### src/key_debounce_longpress_fsm_top_macros.svh
// assertion macros used by kdl_outq
`ifndef KEY_DEBOUNCE_LONGPRESS_FSM_TOP_MACROS_SVH
`define KEY_DEBOUNCE_LONGPRESS_FSM_TOP_MACROS_SVH

// same-cycle implication, quiet during reset
`define KDL_ASSERT_IMPL(label, clk, rst, ante, cons, msg) \
   label: assert property (@(posedge clk) disable iff (rst) (ante) |-> (cons)) \
      else $error(msg);

// next-cycle implication, quiet during reset
`define KDL_ASSERT_NEXT(label, clk, rst, ante, cons, msg) \
   label: assert property (@(posedge clk) disable iff (rst) (ante) |=> (cons)) \
      else $error(msg);

`endif

### src/kdl_pkg.sv
`timescale 1ns / 1ps

package kdl_pkg;

   // register indexes on the csr port
   localparam logic [2:0] CSR_DEBOUNCE  = 3'd0;
   localparam logic [2:0] CSR_REPEAT    = 3'd1;
   localparam logic [2:0] CSR_LONGPRESS = 3'd2;
   localparam logic [2:0] CSR_ACTLOW    = 3'd3;
   localparam logic [2:0] CSR_LOCK      = 3'd4;
   localparam logic [2:0] CSR_KEYCODE   = 3'd5;

   localparam int CSR_IDX_W  = 3;
   localparam int CSR_DATA_W = 16;

   // register reset values
   localparam logic [11:0] DEBOUNCE_RST  = 12'd20;
   localparam logic [11:0] REPEAT_RST    = 12'd100;
   localparam logic [15:0] LONGPRESS_RST = 16'd1000;

   // event values
   localparam logic [1:0] KEY_RELEASED = 2'd0;
   localparam logic [1:0] KEY_PRESSED  = 2'd1;
   localparam logic [1:0] KEY_LONG     = 2'd2;

   // result queue depth
   localparam int QUEUE_DEPTH = 4;

   typedef enum logic [1:0] {
      PH_IDLE     = 2'd0,
      PH_DEBOUNCE = 2'd1,
      PH_PRESSED  = 2'd2
   } phase_type;

   typedef struct packed {
      logic [11:0] debounce_ms;
      logic [11:0] repeat_ms;
      logic [15:0] longpress_ms;
      logic        level_invert;
      logic        key_lock;
      logic [9:0]  key_code;
   } cfg_type;

   typedef struct packed {
      phase_type   phase;
      logic [16:0] held_time;
      logic [11:0] countdown;
      logic        timer_armed;
      logic        prev_level;
   } state_type;

   // events raised by one tick, first in val0
   typedef struct packed {
      logic [1:0] num;
      logic [1:0] val0;
      logic [1:0] val1;
   } events_type;

endpackage

### src/key_debounce_longpress_fsm_top.sv
`timescale 1ns / 1ps
// channel   direction  handshake              word
// req       in         req_valid / req_stall  raw_level
// rsp       out        rsp_valid / rsp_stall  code, key_value, last
// csr       in         csr_valid / csr_ready  csr_index, csr_wdata
//
// a tick word is latched in the input register, then evaluated combinationally
// and its events written to the result queue once the queue has room; the first
// result is valid once it sits in the queue and is taken while rsp_stall is low.
// one word per cycle while each tick yields at most one event and rsp is not stalled;
// a tick with two events is read out as two rsp words, paced by the queue read port.
// reset clears key state and queue and loads register defaults; no clear pass.
// req_stall rises when the queue lacks room for two events behind a held tick.

module key_debounce_longpress_fsm_top #(
   parameter int QueueDepth = kdl_pkg::QUEUE_DEPTH
) (
   input  logic                           clock,
   input  logic                           reset,
   input  logic                           req_valid,
   output logic                           req_stall,
   input  logic                           req_raw_level,
   output logic                           rsp_valid,
   input  logic                           rsp_stall,
   output logic [9:0]                     rsp_code,
   output logic [1:0]                     rsp_key_value,
   output logic                           rsp_last,
   input  logic                           csr_valid,
   output logic                           csr_ready,
   input  logic [kdl_pkg::CSR_IDX_W-1:0]  csr_index,
   input  logic [kdl_pkg::CSR_DATA_W-1:0] csr_wdata
);

   kdl_pkg::cfg_type    cfg;
   kdl_pkg::events_type events;
   logic                in_vld_ff, in_vld_in;
   logic                in_lvl_ff;
   logic                advance;
   logic                room;
   logic                req_take;

   assign csr_ready = 1'b1;

   // input register handshake
   assign advance   = in_vld_ff && room;
   assign req_stall = in_vld_ff && !room;
   assign req_take  = req_valid && !req_stall;
   assign in_vld_in = req_take || (in_vld_ff && !advance);

   always_ff @(posedge clock) begin
      if (reset) begin
         in_vld_ff <= 1'b0;
      end else begin
         in_vld_ff <= in_vld_in;
      end
   end

   always_ff @(posedge clock) begin
      if (req_take) begin
         in_lvl_ff <= req_raw_level;
      end
   end

   kdl_csr u_csr (
      .clock     (clock),
      .reset     (reset),
      .csr_valid (csr_valid && csr_ready),
      .csr_index (csr_index),
      .csr_wdata (csr_wdata),
      .cfg       (cfg)
   );

   kdl_core u_core (
      .clock   (clock),
      .reset   (reset),
      .advance (advance),
      .level   (in_lvl_ff),
      .cfg     (cfg),
      .events  (events)
   );

   kdl_outq #(
      .Depth (QueueDepth)
   ) u_outq (
      .clock         (clock),
      .reset         (reset),
      .push          (advance),
      .events        (events),
      .code          (cfg.key_code),
      .room          (room),
      .rsp_valid     (rsp_valid),
      .rsp_stall     (rsp_stall),
      .rsp_code      (rsp_code),
      .rsp_key_value (rsp_key_value),
      .rsp_last      (rsp_last)
   );

endmodule

### src/kdl_csr.sv
`timescale 1ns / 1ps

module kdl_csr (
   input  logic                           clock,
   input  logic                           reset,
   input  logic                           csr_valid,
   input  logic [kdl_pkg::CSR_IDX_W-1:0]  csr_index,
   input  logic [kdl_pkg::CSR_DATA_W-1:0] csr_wdata,
   output kdl_pkg::cfg_type               cfg
);

   kdl_pkg::cfg_type cfg_ff;
   kdl_pkg::cfg_type cfg_in;

   // register decode, unknown indexes dropped
   always_comb begin
      cfg_in = cfg_ff;
      if (csr_valid) begin
         unique case (csr_index)
            kdl_pkg::CSR_DEBOUNCE:  cfg_in.debounce_ms  = csr_wdata[11:0];
            kdl_pkg::CSR_REPEAT:    cfg_in.repeat_ms    = csr_wdata[11:0];
            kdl_pkg::CSR_LONGPRESS: cfg_in.longpress_ms = csr_wdata[15:0];
            kdl_pkg::CSR_ACTLOW:    cfg_in.level_invert = csr_wdata[0];
            kdl_pkg::CSR_LOCK:      cfg_in.key_lock     = csr_wdata[0];
            kdl_pkg::CSR_KEYCODE:   cfg_in.key_code     = csr_wdata[9:0];
            default:                cfg_in = cfg_ff;
         endcase
      end
   end

   always_ff @(posedge clock) begin
      if (reset) begin
         cfg_ff.debounce_ms  <= kdl_pkg::DEBOUNCE_RST;
         cfg_ff.repeat_ms    <= kdl_pkg::REPEAT_RST;
         cfg_ff.longpress_ms <= kdl_pkg::LONGPRESS_RST;
         cfg_ff.level_invert <= 1'b0;
         cfg_ff.key_lock     <= 1'b0;
         cfg_ff.key_code     <= 10'd0;
      end else begin
         cfg_ff <= cfg_in;
      end
   end

   assign cfg = cfg_ff;

endmodule

### src/kdl_core.sv
`timescale 1ns / 1ps

module kdl_core (
   input  logic                  clock,
   input  logic                  reset,
   input  logic                  advance,
   input  logic                  level,
   input  kdl_pkg::cfg_type      cfg,
   output kdl_pkg::events_type   events
);

   typedef struct packed {
      kdl_pkg::state_type  st;
      kdl_pkg::events_type ev;
   } work_type;

   kdl_pkg::state_type state_ff;
   kdl_pkg::state_type state_in;
   work_type           work;

   function automatic work_type emit(work_type w, logic [1:0] v);
      work_type r;
      r = w;
      if (w.ev.num == 2'd0) begin
         r.ev.val0 = v;
         r.ev.num  = 2'd1;
      end else if (w.ev.num == 2'd1) begin
         r.ev.val1 = v;
         r.ev.num  = 2'd2;
      end
      return r;
   endfunction

   function automatic work_type arm(work_type w, logic [11:0] t);
      work_type r;
      r = w;
      r.st.countdown   = (t == 12'd0) ? 12'd1 : t;
      r.st.timer_armed = 1'b1;
      return r;
   endfunction

   // key evaluation against the current phase
   function automatic work_type evaluate(work_type w, logic lvl, kdl_pkg::cfg_type c);
      work_type r;
      logic     pressed;
      r = w;
      pressed = lvl ^ c.level_invert;
      if (w.st.phase == kdl_pkg::PH_DEBOUNCE) begin
         if (pressed) begin
            r = emit(r, kdl_pkg::KEY_PRESSED);
            r.st.held_time = 17'd0;
            r.st.phase     = kdl_pkg::PH_PRESSED;
            r = arm(r, c.repeat_ms);
         end else begin
            r.st.phase       = kdl_pkg::PH_IDLE;
            r.st.timer_armed = 1'b0;
         end
      end else if (w.st.phase == kdl_pkg::PH_PRESSED) begin
         if (pressed) begin
            if (w.st.held_time >= {1'b0, c.longpress_ms}) begin
               r = emit(r, kdl_pkg::KEY_LONG);
               r.st.held_time = 17'd0;
            end else begin
               r.st.held_time = w.st.held_time + {5'd0, c.repeat_ms};
            end
            r = arm(r, c.repeat_ms);
         end else begin
            r = emit(r, kdl_pkg::KEY_RELEASED);
            r.st.held_time   = 17'd0;
            r.st.phase       = kdl_pkg::PH_IDLE;
            r.st.timer_armed = 1'b0;
         end
      end
      return r;
   endfunction

   // one tick: timer first, then the pin edge
   always_comb begin
      work        = '0;
      work.st     = state_ff;
      if (state_ff.timer_armed) begin
         work.st.countdown = (state_ff.countdown == 12'd0) ? 12'd0
                           : state_ff.countdown - 12'd1;
         if (work.st.countdown == 12'd0) begin
            work.st.timer_armed = 1'b0;
            work = evaluate(work, level, cfg);
         end
      end
      if ((level != state_ff.prev_level) && !cfg.key_lock) begin
         if (cfg.debounce_ms != 12'd0) begin
            if (level) begin
               work.st.phase = kdl_pkg::PH_DEBOUNCE;
               work = arm(work, cfg.debounce_ms);
            end
         end else begin
            work = evaluate(work, level, cfg);
         end
      end
      work.st.prev_level = level;
   end

   assign state_in = advance ? work.st : state_ff;

   // key state register
   always_ff @(posedge clock) begin
      if (reset) begin
         state_ff.phase       <= kdl_pkg::PH_IDLE;
         state_ff.held_time   <= 17'd0;
         state_ff.countdown   <= 12'd0;
         state_ff.timer_armed <= 1'b0;
         state_ff.prev_level  <= 1'b0;
      end else begin
         state_ff <= state_in;
      end
   end

   assign events = work.ev;

endmodule

### src/kdl_outq.sv
`timescale 1ns / 1ps
`include "key_debounce_longpress_fsm_top_macros.svh"

module kdl_outq #(
   parameter int Depth = kdl_pkg::QUEUE_DEPTH
) (
   input  logic                clock,
   input  logic                reset,
   input  logic                push,
   input  kdl_pkg::events_type events,
   input  logic [9:0]          code,
   output logic                room,
   output logic                rsp_valid,
   input  logic                rsp_stall,
   output logic [9:0]          rsp_code,
   output logic [1:0]          rsp_key_value,
   output logic                rsp_last
);

   localparam int PtrW = (Depth > 1) ? $clog2(Depth) : 1;
   localparam int CntW = $clog2(Depth + 1);
   localparam logic [CntW-1:0] DepthC = CntW'(Depth);
   localparam logic [CntW-1:0] RoomC  = CntW'(Depth - 2);

   typedef struct packed {
      logic [9:0] code;
      logic [1:0] value;
      logic       last;
   } entry_type;

   entry_type         mem_ff [Depth];
   logic [PtrW-1:0]   wr_ptr_ff, wr_ptr_in;
   logic [PtrW-1:0]   rd_ptr_ff, rd_ptr_in;
   logic [CntW-1:0]   cnt_ff, cnt_in;
   logic [PtrW-1:0]   wr_ptr_nx;
   logic [CntW-1:0]   push_n;
   logic              pop;

   function automatic logic [PtrW-1:0] inc(logic [PtrW-1:0] p);
      return (p == PtrW'(Depth - 1)) ? '0 : p + PtrW'(1);
   endfunction

   // two free words always available before a push
   assign room      = (cnt_ff <= RoomC);
   assign rsp_valid = (cnt_ff != '0);
   assign pop       = rsp_valid && !rsp_stall;
   assign push_n    = push ? CntW'(events.num) : '0;
   assign wr_ptr_nx = inc(wr_ptr_ff);

   // pointer and fill count
   always_comb begin
      wr_ptr_in = wr_ptr_ff;
      if (push_n == CntW'(1)) begin
         wr_ptr_in = wr_ptr_nx;
      end else if (push_n == CntW'(2)) begin
         wr_ptr_in = inc(wr_ptr_nx);
      end
      rd_ptr_in = pop ? inc(rd_ptr_ff) : rd_ptr_ff;
      cnt_in    = cnt_ff + push_n - (pop ? CntW'(1) : '0);
   end

   always_ff @(posedge clock) begin
      if (reset) begin
         wr_ptr_ff <= '0;
         rd_ptr_ff <= '0;
         cnt_ff    <= '0;
      end else begin
         wr_ptr_ff <= wr_ptr_in;
         rd_ptr_ff <= rd_ptr_in;
         cnt_ff    <= cnt_in;
      end
   end

   // event storage, second word marked last when present, else the first
   always_ff @(posedge clock) begin
      if (push_n != '0) begin
         mem_ff[wr_ptr_ff].code  <= code;
         mem_ff[wr_ptr_ff].value <= events.val0;
         mem_ff[wr_ptr_ff].last  <= (events.num == 2'd1);
      end
      if (push_n == CntW'(2)) begin
         mem_ff[wr_ptr_nx].code  <= code;
         mem_ff[wr_ptr_nx].value <= events.val1;
         mem_ff[wr_ptr_nx].last  <= 1'b1;
      end
   end

   assign rsp_code      = mem_ff[rd_ptr_ff].code;
   assign rsp_key_value = mem_ff[rd_ptr_ff].value;
   assign rsp_last      = mem_ff[rd_ptr_ff].last;

   // queue checks
   `KDL_ASSERT_IMPL(a_cnt_bound, clock, reset, 1'b1, cnt_ff <= DepthC, "queue overfilled")
   `KDL_ASSERT_IMPL(a_push_room, clock, reset, push_n != '0, room, "push without room")
   `KDL_ASSERT_NEXT(a_cnt_track, clock, reset, 1'b1,
                    cnt_ff == $past(cnt_ff) + $past(push_n) - CntW'($past(pop)),
                    "fill count mismatch")
   `KDL_ASSERT_IMPL(a_two_last, clock, reset, push && events.num == 2'd2,
                    events.val0 != kdl_pkg::KEY_RELEASED || events.val1 == kdl_pkg::KEY_RELEASED,
                    "release followed by other event")

endmodule
### config.mk
export PLATFORM = sky130hd
export DESIGN_NAME = key_debounce_longpress_fsm_top
export DESIGN_NICKNAME = d
export VERILOG_FILES = /design/src/kdl_pkg.sv /design/src/key_debounce_longpress_fsm_top.sv /design/src/kdl_csr.sv /design/src/kdl_core.sv /design/src/kdl_outq.sv
export VERILOG_INCLUDE_DIRS = /design/src /design/src/src
export SDC_FILE = /design/constraint.sdc
export NUM_CORES = 1
export LEC_CHECK = 0
export BUFFER_PORTS_ARGS = -buffer_cell sky130_fd_sc_hd__buf_2
export CORE_MARGIN = 2
export CORE_UTILIZATION = 50
export DETAILED_ROUTE_END_ITERATION = 16
export PLACE_DENSITY = 0.74
export SLEW_MARGIN = 20
export SYNTH_ARGS = -nofsm -noshare
export SYNTH_HDL_FRONTEND = slang
export SYNTH_SLANG_ARGS = --single-unit
### constraint.sdc
create_clock -name clock -period 13.7 [get_ports clock]
set_clock_uncertainty 0.15 [all_clocks]
set_input_delay 0 -clock clock [delete_from_list [all_inputs] [get_ports clock]]
set_output_delay 0 -clock clock [all_outputs]
set_load 0.1 [all_outputs]
==> results.md <==
- The run finished with clean final reports.
- The ratio of cells with drive above 1 in the final layout is 9.447%.
- 0 antenna diodes ended up in the layout.
- The worst-case setup slack after placement is 6091 ps.
- The count of nets left with antenna violations once routing finished came out at 0.
- The total DRC errors in the routed layout is 0.
- Dividing the detail-routed wire length by the instance count gives 19.13 µm.
- From synthesis to final layout, the design area changed by 12.05%.
- After clock tree synthesis, the clock-pin slew on the worst setup and hold paths is 60 ps.
- The relative max-transition margin is 35.40%.
- The peak fanout along the critical path is 22.
- After synthesis, the cell types taking the most area are sky130_fd_sc_hd__dfxtp_1 20%, sky130_fd_sc_hd__edfxtp_1 15%, sky130_fd_sc_hd__ha_1 9.4%.
- The register bit total from synthesis is 148.
- For this run, the post-layout net count is 1,263.
- 41 I/O pins were placed.
- The sequential cell area fraction in the yosys report is 35.59%.
- In the layout the commonest cells are 165 x sky130_fd_sc_hd__nand2_1, 99 x sky130_fd_sc_hd__dfxtp_1, 89 x sky130_fd_sc_hd__a21oi_1.
- The final hold violation count is 0.
- The starting density of the core is 51.35%.
- The number of clock buffers inserted by TritonCTS is 17.
- Of all cell types, the one taking the most synthesized area is sky130_fd_sc_hd__dfxtp_1.
- The number of filler cells placed in the layout is 1,696.
- In the post-route analysis, the smallest setup slack over all paths is 5974 ps.
- In the routed layout, each cell is associated on average with a via count of 6.112.
- The total core area is 18,890 µm².
- STA classifies the critical path endpoint as a register.
- The transition time at the pin with the least slew margin is 944.6 ps.
- The sum of overflow across all layers after global routing is 0.
- The number of global-route vias before repair was 8,415.
- After synthesis, the mean cell area works out to 8.609 µm².
- The pin count of the biggest net entering global routing is 60.
- The mapped netlist covers 9702 µm².
- The width of the die is 143.3 µm.
- For the final routed database, the setup TNS stands at 0 ps.
- The most critical setup path has its endpoint at u_outq.mem_ff[0][12].
- The total number of yosys warnings is 0.
- The first detailed-routing pass took 6 iterations.
- For this block, the routed nets add up to 27,460 µm of wire.
- The shortest clock period the worst path allows after layout is 7726 ps.
- The post-CTS repair timing setup buffer count is 0.
- The element type at the critical path start is a register.
- The part of the cycle the worst path needs is 56.39%.
- The achievable frequency is 129.4 MHz.
- The maximum clock path buffer count is 2.
- The clock tree root driver cell is sky130_fd_sc_hd__clkbuf_16.
- The worst hold path belongs to the class in -> reg.
- From bottom edge to top edge, the die measures 143.3 µm.
- The detailed-route via count is 8,771.
- The number of enable flip-flop cells after synthesis is 49.
- Data arrives at the worst endpoint at 7760 ps.
- The initial antenna violation count is 0.
- The worst register-to-register path begins at u_core.state_ff[2].
- Synthesis produced 1,127 cells.
- The first element of the critical path is u_core.state_ff[2].
- After floorplanning, the core was divided into 50 placement rows.
- The max-cap violation count is 0.
- At the later pin of the worst-skew pair, clock insertion delay measures 440 ps.
- For flop-to-flop paths, the worst setup slack is 5970 ps.
- CTS built an H-tree with a depth of 4.
- The largest vdd supply drop is 0.09455 mV.
- The depth of the most critical reg-to-reg path is 25.
- The path type of the worst setup path is reg -> reg.
- The total power density per cell area is 132.5 nW/µm².
- The total nets after synthesis is 1,228.
- The global placer's final weighted congestion is 0.9706.
- The library cell used most frequently in the layout, excluding fill and tap cells, is sky130_fd_sc_hd__nand2_1.
- Setup repair after global routing left no endpoint under its margin.
- The total clock sinks is 148.
- Of the post-synthesis cell area, the dominant cell type holds 20.43%.
- The completed layout was analyzed and its total power is 0.001441 W.
- The TritonCTS clock tree is yes.
- The initial DRC count is 673.
- The fraction of registers with async set/reset is 0%.
- The die area is 20,530 µm².
- Setup violations remaining at the end of the flow were counted as 0.
- The most used flip-flop cell after synthesis is sky130_fd_sc_hd__dfxtp_1.
- The combined global-route utilization of all metal layers is 27.48%.
- After legalization and detailed placement, the total HPWL measured 19,600 µm.
- The final count of pins violating max slew is 0.
- Data on the critical path is required at its endpoint by 13,740 ps.
- The startpoint of the worst hold path is req_raw_level.
- The count of buffers added on input and output ports is 39.
- The distinct cell type count of the synthesized netlist is 79.
- The first global-routing pass estimated 43,650 µm of wire.
- For this design the static power due to leakage is 4.060 nW.
- The terminus of the critical flop-to-flop path is u_outq.mem_ff[0][12].
-- critical path, cell delays in order, from the launching register on --
cell and delay (ps):
sky130_fd_sc_hd__dfxtp_1 340, sky130_fd_sc_hd__inv_1 90, sky130_fd_sc_hd__ha_1 240, sky130_fd_sc_hd__or4b_1 610, sky130_fd_sc_hd__or3_4 450, sky130_fd_sc_hd__a2111oi_4 390
sky130_fd_sc_hd__nand4_2 330, sky130_fd_sc_hd__nor4_2 800, sky130_fd_sc_hd__a22o_1 310, sky130_fd_sc_hd__ha_1 260, sky130_fd_sc_hd__nor2b_1 130, sky130_fd_sc_hd__o21a_1 160
sky130_fd_sc_hd__o211ai_1 160, sky130_fd_sc_hd__a31oi_1 120, sky130_fd_sc_hd__nor3_1 510, sky130_fd_sc_hd__nand2_1 120, sky130_fd_sc_hd__ha_1 310, sky130_fd_sc_hd__nand2b_1 150
sky130_fd_sc_hd__mux2i_1 130, sky130_fd_sc_hd__a2bb2oi_1 80, sky130_fd_sc_hd__o22a_1 270, sky130_fd_sc_hd__nand2_1 130, sky130_fd_sc_hd__ha_1 210, sky130_fd_sc_hd__nand2b_1 200
sky130_fd_sc_hd__nand2_1 450, sky130_fd_sc_hd__and2_1 360
-- synthesized netlist by cell type (all sizes together) (10+ instances only) --
cell type / instances
a211oi: 21
nand2: 166
nor4: 11
or3: 10
o21a: 10
and2: 48
edfxtp: 49
a22oi: 19
ha: 73
nand4: 10
nor2b: 12
o31ai: 10
a221oi: 12
a22o: 12
inv: 53
a21oi: 89
dfxtp: 99
mux4: 13
clkbuf: 48
nand2b: 14
nand3: 17
xnor2: 22
nor3: 23
nor2: 79
a21o: 10
o21ai: 58
-- area by class of cell --
cell class                 count  area (µm²)  area share [%]
clock inverter                14       123.9           1.140
inverter                      54       202.7           1.865
sequential                   148        3453           31.77
timing repair buffer          72       505.5           4.650
multi-input combinational    869        5831           53.64
clock buffer                  18       429.2           3.948
tap                          260       325.3           2.993
-- kinds of logic after synthesis --
group | Yosys count | share of synthesized area [%]
fa+ha+maj | 76 | 10.03
xor+xnor | 26 | 2.347
flops | 148 | 35.59
compound gates | 315 | 21.78
buf+inv | 110 | 4.372
other cells | 1 | 0.03865
mux | 23 | 4.062
simple gates | 428 | 21.77
-- power breakdown --
part	total (W)	leakage [nW]	switching, W	internal (W)
Sequential	0.000517	1.25	0.0000430	0.000474
Combinational	0.000475	2.55	0.000311	0.000164
Clock	0.000448	0.264	0.000211	0.000237
-- state kept, by name (all words and copies together), names as in the netlist, named ones only --
| register | flops |
|---|---|
| in_lvl_ff | 1 |
| in_vld_ff | 1 |
| u_core.state_ff | 33 |
| u_csr.cfg | 52 |
| u_outq.cnt_ff | 3 |
| u_outq.mem_ff | 52 |
| u_outq.rd_ptr_ff | 2 |
| u_outq.wr_ptr_ff | 2 |
-- how the worst min path moves through the flow --
stage | endpoint | slack (ps) | cells after the start
after floorplan | in_lvl_ff | -50 | 0
after global placement | in_lvl_ff | 30 | 1
after detailed placement | in_lvl_ff | 30 | 1
after CTS | in_lvl_ff | 130 | 2
after global routing | in_lvl_ff | 140 | 2
final | in_lvl_ff | 130 | 2
-- through the flow --
stage	instances	utilization [%]	cell area, µm²	hold WS, ps
detailed placement	1378	53.25	10060	34.29
global route	1435	57.54	10870	137.9
floorplan	1127	-	9702	-51.13
global placement	1378	53.25	10060	31.56
finish	1435	57.54	10870	126.2
CTS	1435	57.50	10860	134.4
-- routing by layer --
| metal | up-vias | part of all wire [%] | GRT usage [%] | wire [µm] |
|---|---|---|---|---|
| met5 | - | 0 | 0 | 0 |
| met3 | 115 | 7.1 | 5.065 | 1943 |
| met2 | 374 | 47 | 45.73 | 12780 |
| met4 | 0 | 5.1 | 14.34 | 1388 |
| li1 | 4203 | - | - | - |
| met1 | 4079 | 41 | 34.06 | 11340 |
-- what timing repair did --
action	CTS	global route
gates resized for setup	0	0
hold endpoints to repair	64	0
hold buffers	25	0
Power figures use the tool's default switching activity.
